### config.mk
export PLATFORM = sky130hd
export DESIGN_NAME = modbus_rtu_frame_receiver
export DESIGN_NICKNAME = d
export VERILOG_FILES = /design/src/hdl/mbrx_pkg.sv /design/src/hdl/mbrx_regs.sv /design/src/hdl/modbus_rtu_frame_receiver.sv
export VERILOG_INCLUDE_DIRS = /design/src /design/src/hdl
export SDC_FILE = /design/constraint.sdc
export NUM_CORES = 1
export LEC_CHECK = 0
export BUFFER_PORTS_ARGS = -buffer_cell sky130_fd_sc_hd__buf_2
export CORE_ASPECT_RATIO = 0.8
export CORE_UTILIZATION = 55
export CTS_CLUSTER_SIZE = 14
export DETAILED_ROUTE_END_ITERATION = 16
export GPL_ROUTABILITY_DRIVEN = 0
export MAX_ROUTING_LAYER = met4
export PLACE_DENSITY = 0.87
export SYNTH_ARGS = -nofsm -noshare
export SYNTH_HDL_FRONTEND = slang
export SYNTH_HIERARCHICAL = 1
export SYNTH_SLANG_ARGS = --single-unit
### constraint.sdc
create_clock -name clk -period 8.3 [get_ports clk]
set_input_delay 1.66 -clock clk [delete_from_list [all_inputs] [get_ports clk]]
set_output_delay 1.66 -clock clk [all_outputs]
set_load 0.005 [all_outputs]
### src/hdl/assert_macros.svh
// assertion macros used by the receiver rtl
`ifndef ASSERT_MACROS_SVH
`define ASSERT_MACROS_SVH
`ifndef ASSERT_OFF
`define ASSERT_HOLDS(lbl, clk, rst_n, prop) \
	lbl: assert property (@(posedge clk) disable iff (!rst_n) (prop)) \
		else $error("%m: assertion failed");
`define ASSERT_NEVER(lbl, clk, rst_n, expr) \
	lbl: assert property (@(posedge clk) disable iff (!rst_n) !(expr)) \
		else $error("%m: forbidden condition seen");
`else
`define ASSERT_HOLDS(lbl, clk, rst_n, prop)
`define ASSERT_NEVER(lbl, clk, rst_n, expr)
`endif
`endif

### src/hdl/mbrx_pkg.sv
// types, constants and the crc byte update for the modbus rtu receiver
package mbrx_pkg;

	localparam int MAX_FRAME_BYTES = 256;
	localparam int CNT_W           = $clog2(MAX_FRAME_BYTES + 1);
	localparam int HDR_LEN         = 6;
	localparam int HDR_IDX_W       = $clog2(HDR_LEN);
	localparam int ADDR_W          = 5;
	localparam int DATA_W          = 32;

	localparam logic [15:0] CRC_INIT = 16'hFFFF;
	localparam logic [15:0] CRC_POLY = 16'hA001;

	// request opcodes
	localparam logic [1:0] FN_BYTE    = 2'd0;
	localparam logic [1:0] FN_TICK    = 2'd1;
	localparam logic [1:0] FN_RELEASE = 2'd2;
	localparam logic [1:0] FN_NOP     = 2'd3;

	// register indexes
	localparam logic [2:0] REG_GAP        = 3'd0;
	localparam logic [2:0] REG_FRAME_END  = 3'd1;
	localparam logic [2:0] REG_IDLE_START = 3'd2;
	localparam logic [2:0] REG_OWN_ADDR   = 3'd3;
	localparam logic [2:0] REG_ANY_ADDR   = 3'd4;

	// function codes with an implied quantity of one
	localparam logic [7:0] FC_WRITE_COIL = 8'd5;
	localparam logic [7:0] FC_WRITE_REG  = 8'd6;

	typedef struct packed {
		logic [15:0] gap_ticks;
		logic [15:0] frame_end_ticks;
		logic [15:0] idle_start_ticks;
		logic [7:0]  own_address;
		logic        accept_any_address;
	} cfg_t;

	typedef struct packed {
		logic [15:0]                 silence;
		logic                        timer;
		logic                        recv;
		logic                        gap;
		logic                        idle;
		logic                        comp;
		logic [CNT_W-1:0]            count;
		logic [HDR_LEN-1:0][7:0]     hdr;
		logic [15:0]                 crc;
	} state_t;

	typedef struct packed {
		logic        frame_ok;
		logic        frame_dropped;
		logic        gap_seen;
		logic        bus_idle;
		logic        holding;
		logic [7:0]  slave_address;
		logic [7:0]  function_code;
		logic [15:0] start_address;
		logic [15:0] quantity;
		logic [CNT_W-1:0] frame_length;
	} result_t;

	// reflected crc-16, one byte, bit by bit
	function automatic logic [15:0] crc_update(input logic [15:0] crc_in, input logic [7:0] b);
		logic [15:0] c;
		c = crc_in ^ {8'h00, b};
		for (int i = 0; i < 8; i++) begin
			if (c[0]) begin
				c = (c >> 1) ^ CRC_POLY;
			end else begin
				c = c >> 1;
			end
		end
		return c;
	endfunction

endpackage

### src/hdl/mbrx_regs.sv
// configuration register file behind the apb port
module mbrx_regs (
	input  logic                        clk,
	input  logic                        arst_n,
	input  logic                        psel,
	input  logic                        penable,
	input  logic                        pwrite,
	input  logic [mbrx_pkg::ADDR_W-1:0] paddr,
	input  logic [mbrx_pkg::DATA_W-1:0] pwdata,
	output logic [mbrx_pkg::DATA_W-1:0] prdata,
	output logic                        pready,
	output mbrx_pkg::cfg_t              cfg
);
	import mbrx_pkg::*;

	cfg_t       cfg_q;
	logic       wr_en;
	logic [2:0] reg_idx;

	assign pready  = 1'b1;
	assign wr_en   = psel && penable && pwrite && pready;
	assign reg_idx = paddr[4:2];
	assign cfg     = cfg_q;

	// register writes
	always_ff @(posedge clk or negedge arst_n) begin
		if (!arst_n) begin
			cfg_q.gap_ticks          <= 16'd15;
			cfg_q.frame_end_ticks    <= 16'd35;
			cfg_q.idle_start_ticks   <= 16'd35;
			cfg_q.own_address        <= 8'd0;
			cfg_q.accept_any_address <= 1'b0;
		end else if (wr_en) begin
			unique case (reg_idx)
				REG_GAP:        cfg_q.gap_ticks          <= pwdata[15:0];
				REG_FRAME_END:  cfg_q.frame_end_ticks    <= pwdata[15:0];
				REG_IDLE_START: cfg_q.idle_start_ticks   <= pwdata[15:0];
				REG_OWN_ADDR:   cfg_q.own_address        <= pwdata[7:0];
				REG_ANY_ADDR:   cfg_q.accept_any_address <= pwdata[0];
				default: ;
			endcase
		end
	end

	// read mux
	always_comb begin
		unique case (reg_idx)
			REG_GAP:        prdata = {16'd0, cfg_q.gap_ticks};
			REG_FRAME_END:  prdata = {16'd0, cfg_q.frame_end_ticks};
			REG_IDLE_START: prdata = {16'd0, cfg_q.idle_start_ticks};
			REG_OWN_ADDR:   prdata = {24'd0, cfg_q.own_address};
			REG_ANY_ADDR:   prdata = {31'd0, cfg_q.accept_any_address};
			default:        prdata = '0;
		endcase
	end

endmodule

### src/hdl/modbus_rtu_frame_receiver.sv
// modbus rtu frame receiver: the result of each accepted request is registered in the output buffer
// throughput 1 request per cycle while in_stall is low; byte, tick and release are each handled in one pass
// of the state update logic, the crc byte update unrolled in that same pass
// a two-entry output buffer keeps requests flowing while one result waits
// async reset loads the register defaults, clears the flags but sets the timer, clears the header, crc to all ones
module modbus_rtu_frame_receiver (
	input  logic                        clk,
	input  logic                        arst_n,
	input  logic                        in_valid,
	output logic                        in_stall,
	input  logic [1:0]                  func,
	input  logic [7:0]                  rx_byte,
	output logic                        out_valid,
	input  logic                        out_stall,
	output logic                        frame_ok,
	output logic                        frame_dropped,
	output logic                        gap_seen,
	output logic                        bus_idle,
	output logic                        holding,
	output logic [7:0]                  slave_address,
	output logic [7:0]                  function_code,
	output logic [15:0]                 start_address,
	output logic [15:0]                 quantity,
	output logic [8:0]                  frame_length,
	input  logic                        psel,
	input  logic                        penable,
	input  logic                        pwrite,
	input  logic [mbrx_pkg::ADDR_W-1:0] paddr,
	input  logic [mbrx_pkg::DATA_W-1:0] pwdata,
	output logic [mbrx_pkg::DATA_W-1:0] prdata,
	output logic                        pready
);
	import mbrx_pkg::*;
	`include "assert_macros.svh"

	cfg_t    cfg;
	state_t  st_q;
	state_t  st_nxt;
	result_t res;
	result_t out_q;
	result_t skid_q;
	logic    out_valid_q;
	logic    skid_valid_q;
	logic    in_take;
	logic    out_take;
	logic    ok;
	logic    dropped;
	logic    addr_ok;
	logic [15:0] sil_inc;

	mbrx_regs u_regs (
		.clk     (clk),
		.arst_n  (arst_n),
		.psel    (psel),
		.penable (penable),
		.pwrite  (pwrite),
		.paddr   (paddr),
		.pwdata  (pwdata),
		.prdata  (prdata),
		.pready  (pready),
		.cfg     (cfg)
	);

	assign in_stall = skid_valid_q;
	assign in_take  = in_valid && !in_stall;
	assign out_take = out_valid_q && !out_stall;
	assign sil_inc  = st_q.silence + 16'd1;
	assign addr_ok  = cfg.accept_any_address || (st_q.hdr[0] == cfg.own_address);

	// frame state update for one request
	always_comb begin
		st_nxt  = st_q;
		ok      = 1'b0;
		dropped = 1'b0;
		unique case (func)
			FN_BYTE: begin
				st_nxt.silence = 16'd0;
				if (!st_q.comp && st_q.recv && !st_q.idle) begin
					if (st_q.count >= CNT_W'(MAX_FRAME_BYTES)) begin
						// overflow drops the frame
						st_nxt.timer = 1'b1;
						st_nxt.recv  = 1'b0;
						st_nxt.gap   = 1'b0;
						st_nxt.idle  = 1'b0;
						st_nxt.comp  = 1'b0;
						dropped      = 1'b1;
					end else begin
						if (st_q.count < CNT_W'(HDR_LEN)) begin
							st_nxt.hdr[st_q.count[HDR_IDX_W-1:0]] = rx_byte;
						end
						st_nxt.crc   = crc_update(st_q.crc, rx_byte);
						st_nxt.count = st_q.count + CNT_W'(1);
					end
				end else if (!st_q.comp && !st_q.recv && st_q.idle) begin
					// first byte of a new frame
					st_nxt.hdr    = '0;
					st_nxt.hdr[0] = rx_byte;
					st_nxt.crc    = crc_update(CRC_INIT, rx_byte);
					st_nxt.count  = CNT_W'(1);
					st_nxt.recv   = 1'b1;
					st_nxt.timer  = 1'b1;
					st_nxt.gap    = 1'b0;
					st_nxt.idle   = 1'b0;
				end
			end
			FN_TICK: begin
				if (st_q.timer) begin
					st_nxt.silence = sil_inc;
					if (st_q.recv) begin
						priority if (sil_inc == cfg.gap_ticks) begin
							st_nxt.gap = 1'b1;
						end else if (sil_inc == cfg.frame_end_ticks) begin
							st_nxt.recv = 1'b0;
							st_nxt.gap  = 1'b0;
							st_nxt.idle = 1'b0;
							if (st_q.count >= CNT_W'(4) && addr_ok && st_q.crc == 16'd0) begin
								st_nxt.comp  = 1'b1;
								st_nxt.timer = 1'b0;
								ok           = 1'b1;
							end else begin
								st_nxt.comp    = 1'b0;
								st_nxt.timer   = 1'b1;
								st_nxt.silence = 16'd0;
								dropped        = 1'b1;
							end
						end else begin
						end
					end else if (sil_inc == cfg.idle_start_ticks) begin
						st_nxt.idle = 1'b1;
					end
				end
			end
			FN_RELEASE: begin
				if (st_q.comp) begin
					st_nxt.timer   = 1'b1;
					st_nxt.recv    = 1'b0;
					st_nxt.gap     = 1'b0;
					st_nxt.idle    = 1'b0;
					st_nxt.comp    = 1'b0;
					st_nxt.silence = 16'd0;
				end
			end
			FN_NOP: begin
			end
		endcase
	end

	// result fields from the updated state
	always_comb begin
		res.frame_ok      = ok;
		res.frame_dropped = dropped;
		res.gap_seen      = st_nxt.gap;
		res.bus_idle      = st_nxt.idle;
		res.holding       = st_nxt.comp;
		res.frame_length  = st_nxt.count;
		if (st_nxt.comp) begin
			res.slave_address = st_nxt.hdr[0];
			res.function_code = st_nxt.hdr[1];
			res.start_address = {st_nxt.hdr[2], st_nxt.hdr[3]};
			if (st_nxt.hdr[1] == FC_WRITE_COIL || st_nxt.hdr[1] == FC_WRITE_REG) begin
				res.quantity = 16'd1;
			end else begin
				res.quantity = {st_nxt.hdr[4], st_nxt.hdr[5]};
			end
		end else begin
			res.slave_address = 8'd0;
			res.function_code = 8'd0;
			res.start_address = 16'd0;
			res.quantity      = 16'd0;
		end
	end

	// frame state registers
	always_ff @(posedge clk or negedge arst_n) begin
		if (!arst_n) begin
			st_q.silence <= 16'd0;
			st_q.timer   <= 1'b1;
			st_q.recv    <= 1'b0;
			st_q.gap     <= 1'b0;
			st_q.idle    <= 1'b0;
			st_q.comp    <= 1'b0;
			st_q.count   <= '0;
			st_q.hdr     <= '0;
			st_q.crc     <= CRC_INIT;
		end else if (in_take) begin
			st_q <= st_nxt;
		end
	end

	// output buffer valid bits
	always_ff @(posedge clk or negedge arst_n) begin
		if (!arst_n) begin
			out_valid_q  <= 1'b0;
			skid_valid_q <= 1'b0;
		end else begin
			if (in_take) begin
				if (out_valid_q && !out_take) begin
					skid_valid_q <= 1'b1;
				end else begin
					out_valid_q <= 1'b1;
				end
			end else if (out_take) begin
				out_valid_q  <= skid_valid_q;
				skid_valid_q <= 1'b0;
			end
		end
	end

	// output buffer payload
	always_ff @(posedge clk) begin
		if (in_take) begin
			if (out_valid_q && !out_take) begin
				skid_q <= res;
			end else begin
				out_q <= res;
			end
		end else if (out_take && skid_valid_q) begin
			out_q <= skid_q;
		end
	end

	assign out_valid     = out_valid_q;
	assign frame_ok      = out_q.frame_ok;
	assign frame_dropped = out_q.frame_dropped;
	assign gap_seen      = out_q.gap_seen;
	assign bus_idle      = out_q.bus_idle;
	assign holding       = out_q.holding;
	assign slave_address = out_q.slave_address;
	assign function_code = out_q.function_code;
	assign start_address = out_q.start_address;
	assign quantity      = out_q.quantity;
	assign frame_length  = out_q.frame_length;

	// checks
	`ASSERT_NEVER(a_hold_and_recv, clk, arst_n, st_q.comp && st_q.recv)
	`ASSERT_HOLDS(a_hold_stops_timer, clk, arst_n, st_q.comp |-> !st_q.timer)
	`ASSERT_NEVER(a_skid_without_main, clk, arst_n, skid_valid_q && !out_valid_q)
	`ASSERT_NEVER(a_ok_and_drop, clk, arst_n, out_valid_q && out_q.frame_ok && out_q.frame_dropped)
	`ASSERT_NEVER(a_count_limit, clk, arst_n, st_q.count > CNT_W'(MAX_FRAME_BYTES))

endmodule

==> summary.txt <==
Clock tree
  • Clk_lat worst skew: 0.54 ns
  • H-tree depth: 1
  • Num CTS Buffers: 29
  • CTS root buf: clkbuf_16
  • Hold_buf cts: 0
  • Post-CTS Repair Setup Buffers: 0
  • Post-cts gate resize count: 0
  • Clock sinks: 277
  • Max clock buf depth: 3
  • CTS tree: built
  • CTS clk-pin slew, worst paths: 0.06 ns

Job
  • Max-Cap Viols: 0

Critical path
  • CP bufs+invs: 1
  • Crit-path max FO: 99
  • R2R Setup Slk: 2.53 ns
  • Family with the most delay on the worst path: simple AND/OR/NAND/NOR gates
  • CP Capture Type: flip-flop
  • R2R Path End: start_address[14]$_DFFE_PP_
  • Sequence of cells on the critical path: nand4_1 -> nor3_1 -> xnor2_1 -> o2111ai_1 -> or4b_1 -> a211oi_4 -> mux2i_4 -> buf_4 -> o31ai_1
  • R2R depth: 9
  • Worst Setup EP: start_address[14]$_DFFE_PP_
  • Crit Path Class: flip-flop to flip-flop
  • WP data required: 8.53 ns
  • Crit path launch: st_q[83]$_DFFE_PN0P_
  • CP max stage delay: 0.89 ns
  • RR Startpoint: st_q[83]$_DFFE_PN0P_
  • Slowest cell on the critical path: nand4_1
  • Startpoint Class: flip-flop
  • Worst Path Arrival: 6.00 ns
  • CP Depth: 9

Synth
  • Most used flip-flop cell after synthesis: dfrtp_1
  • Count of different cell masters after synthesis: 83
  • Synth area leaders: edfxtp_1 25%, dfrtp_1 21%, mux2_2 5.0%
  • Mapped Cells: 1406
  • Synth area leader: edfxtp_1
  • Synth Area per Inst: 10.7 um2
  • Synthesized flop and latch total: 277
  • Number of flops mapped to enable cells by yosys: 124
  • Ys async rst share: 0.552
  • Share of the synthesized area in the top cell type: 0.248
  • Cell Area, Synth: 15000 um2
  • Warnings, synthesis: 6
  • Sequential area share after synthesis: 0.505

Floorplanning
  • Number of core rows: 53
  • Die X: 187 um
  • Core ar.: 26500 um2
  • Ports: 151
  • Initial Utilization: 0.567
  • Die Ht: 150 um
  • Die area: 28000 um2

GRT
  • Largest net degree at the start of global routing: 100
  • Initial antenna violation count: 1
  • Vias in the first global route: 11100
  • Total grt overflow: 0
  • Tot GR Track Use: 0.269
  • Global-route wire length before repair: 59.0 mm

STA
  • Crit share post-route: 0.695
  • Minimum clock period after layout: 5.77 ns
  • Max Clk Rate: 0.173 GHz
  • Hold WS: 0.485 ns
  • Hold Fails Final Rpt: 0
  • Fin Setup TNS: 0 ns
  • Slew @ Worst Pin: 1.19 ns
  • Slew headroom: 0.203
  • Slew Limit Fails: 0
  • Unrepaired setup endpoints after global routing: no
  • Clk_skew: 0.0134 ns
  • Setup-failing EPs final: 0

Detailed routing
  • Initial drt markers: 1592
  • DRT Wirelength: 37.2 mm
  • Wire length per cell: 20.3 um
  • DRC viols: 0
  • Vias: 11800
  • ANT nets after route: 0
  • Drt via density: 6.42
  • First-pass DRT Iterations: 7

Layout
  • Layout cell share with drive strength beyond 1: 0.217
  • Area Overhead vs Synth: 10.5%
  • Register area: 7590 um2
  • Area occupied by multi-input gates: 6900 um2
  • Highest-count cells in the layout ignoring fill and taps: 147 x nand2_1, 126 x dfrtp_1, 124 x edfxtp_1
  • Fill count: 2009
  • Nets: 1514
  • Commonest non-fill, non-tap cell in the layout: nand2_1

Placed design
  • Dpl hpwl: 25.0 mm
  • # port buffers: 115

Outcome
  • Status: complete, no violations

Power
  • Worst vdd ir: 208 uV
  • Leakage power: 6.53 nW
  • PwrDens: 254 nW/um2

Min path
  • HP Class: flip-flop to flip-flop
  • Worst hold path stage count: 2
==> through the flow <==
stage | worst slack [ns] | area (um2) | total power, mW | instances | utilization
after CTS | 2.82 | 16600 | 4.21 | 1835 | 0.626
after detailed placement | 2.85 | 15700 | 2.94 | 1782 | 0.591
after global routing | 2.36 | 16600 | 4.38 | 1836 | 0.626
after global placement | 2.87 | 15700 | 2.89 | 1782 | 0.591
final | 2.53 | 16600 | 4.21 | 1836 | 0.626
after floorplan | 3.37 | 15100 | 2.58 | 1421 | -
==> registers in the layout (all words and copies together) (netlist names), 8 cells and up <==
signal         cells
st_q              94
function_code      8
u_regs/cfg        57
frame_length       9
slave_address      8
start_address     16
quantity          16
skid_q            62
==> per-layer routing <==
metal / vias up / global-route usage / wire length [um]
met1: 5685 / 0.378 / 15800
met2: 731 / 0.403 / 16800
met5: - / - / 0
met3: 104 / 0.0443 / 3600
met4: 0 / 0.0840 / 973
li1: 5266 / - / -
==> cells by family (layout without fill, tap and decap cells) <==
family	Yosys count	after routing	synth area share
muxes	93	93	0.0736
AOI/OAI and AO/OA	333	333	0.159
buffers and inverters	140	197	0.0433
adders and majority gates	5	5	0.00400
DFF	277	277	0.505
xor gates and xnor gates	93	93	0.0598
other	2	18	0.000500
and+or+nand+nor	463	463	0.155
==> cell type report <==
| cell class | instances | area share |
|---|---|---|
| timing repair buffer | 129 | 0.0414 |
| clock inverter | 22 | 0.0121 |
| antenna | 1 | 0.000151 |
| sequential | 277 | 0.457 |
| multi-input combinational | 1004 | 0.415 |
| inverter | 15 | 0.00339 |
| clock buffer | 31 | 0.0441 |
| tap | 357 | 0.0269 |
==> synthesized netlist by cell type, drive strengths merged (7+ instances only) <==
cell / count
nand2: 147
dfrtp: 126
edfxtp: 124
nor2: 110
o21ai: 75
clkbuf: 74
mux2: 67
xnor2: 58
buf: 51
a21oi: 46
nor3: 38
o31ai: 38
a22oi: 35
xor2: 29
nand3: 28
dfstp: 27
a22o: 25
a31oi: 24
mux2i: 19
nand2b: 19
nor2b: 18
nand4: 16
inv: 15
nor4: 15
o41ai: 15
or2: 13
and3: 12
a32oi: 8
o21a: 8
mux4: 7
nor3b: 7
or4: 7
==> worst register-to-register path, delay by kind of cell, from the launching register on <==
kind / cells / cell delay [ns]
AO/OA/AOI/OAI: 3 / 1.13
AND/OR/NAND/NOR: 3 / 2.31
multiplexers: 1 / 0.32
buffers and inverters: 1 / 0.80
flip-flops: 1 / 0.67
XOR/XNOR: 1 / 0.23
==> worst min-delay path by stage <==
stage | from | endpoint | slack (ns)
CTS | st_q[46]$_DFFE_PN0P_ | st_q[46]$_DFFE_PN0P_ | 0.49
floorplan | st_q[26]$_DFFE_PN0P_ | st_q[26]$_DFFE_PN0P_ | 0.45
detailed placement | st_q[37]$_DFFE_PN0P_ | st_q[37]$_DFFE_PN0P_ | 0.47
global placement | st_q[39]$_DFFE_PN0P_ | st_q[39]$_DFFE_PN0P_ | 0.46
finish | st_q[37]$_DFFE_PN0P_ | st_q[37]$_DFFE_PN0P_ | 0.49
global route | st_q[37]$_DFFE_PN0P_ | st_q[37]$_DFFE_PN0P_ | 0.50
==> report_power, final <==
| group | leakage (nW) | total, mW | internal (mW) | switching (mW) |
|---|---|---|---|---|
| registers | 3.11 | 1.93 | 1.75 | 0.180 |
| clock network | 0.463 | 1.27 | 0.735 | 0.539 |
| logic | 2.95 | 1.01 | 0.389 | 0.622 |
Power figures use the tool's default switching activity.
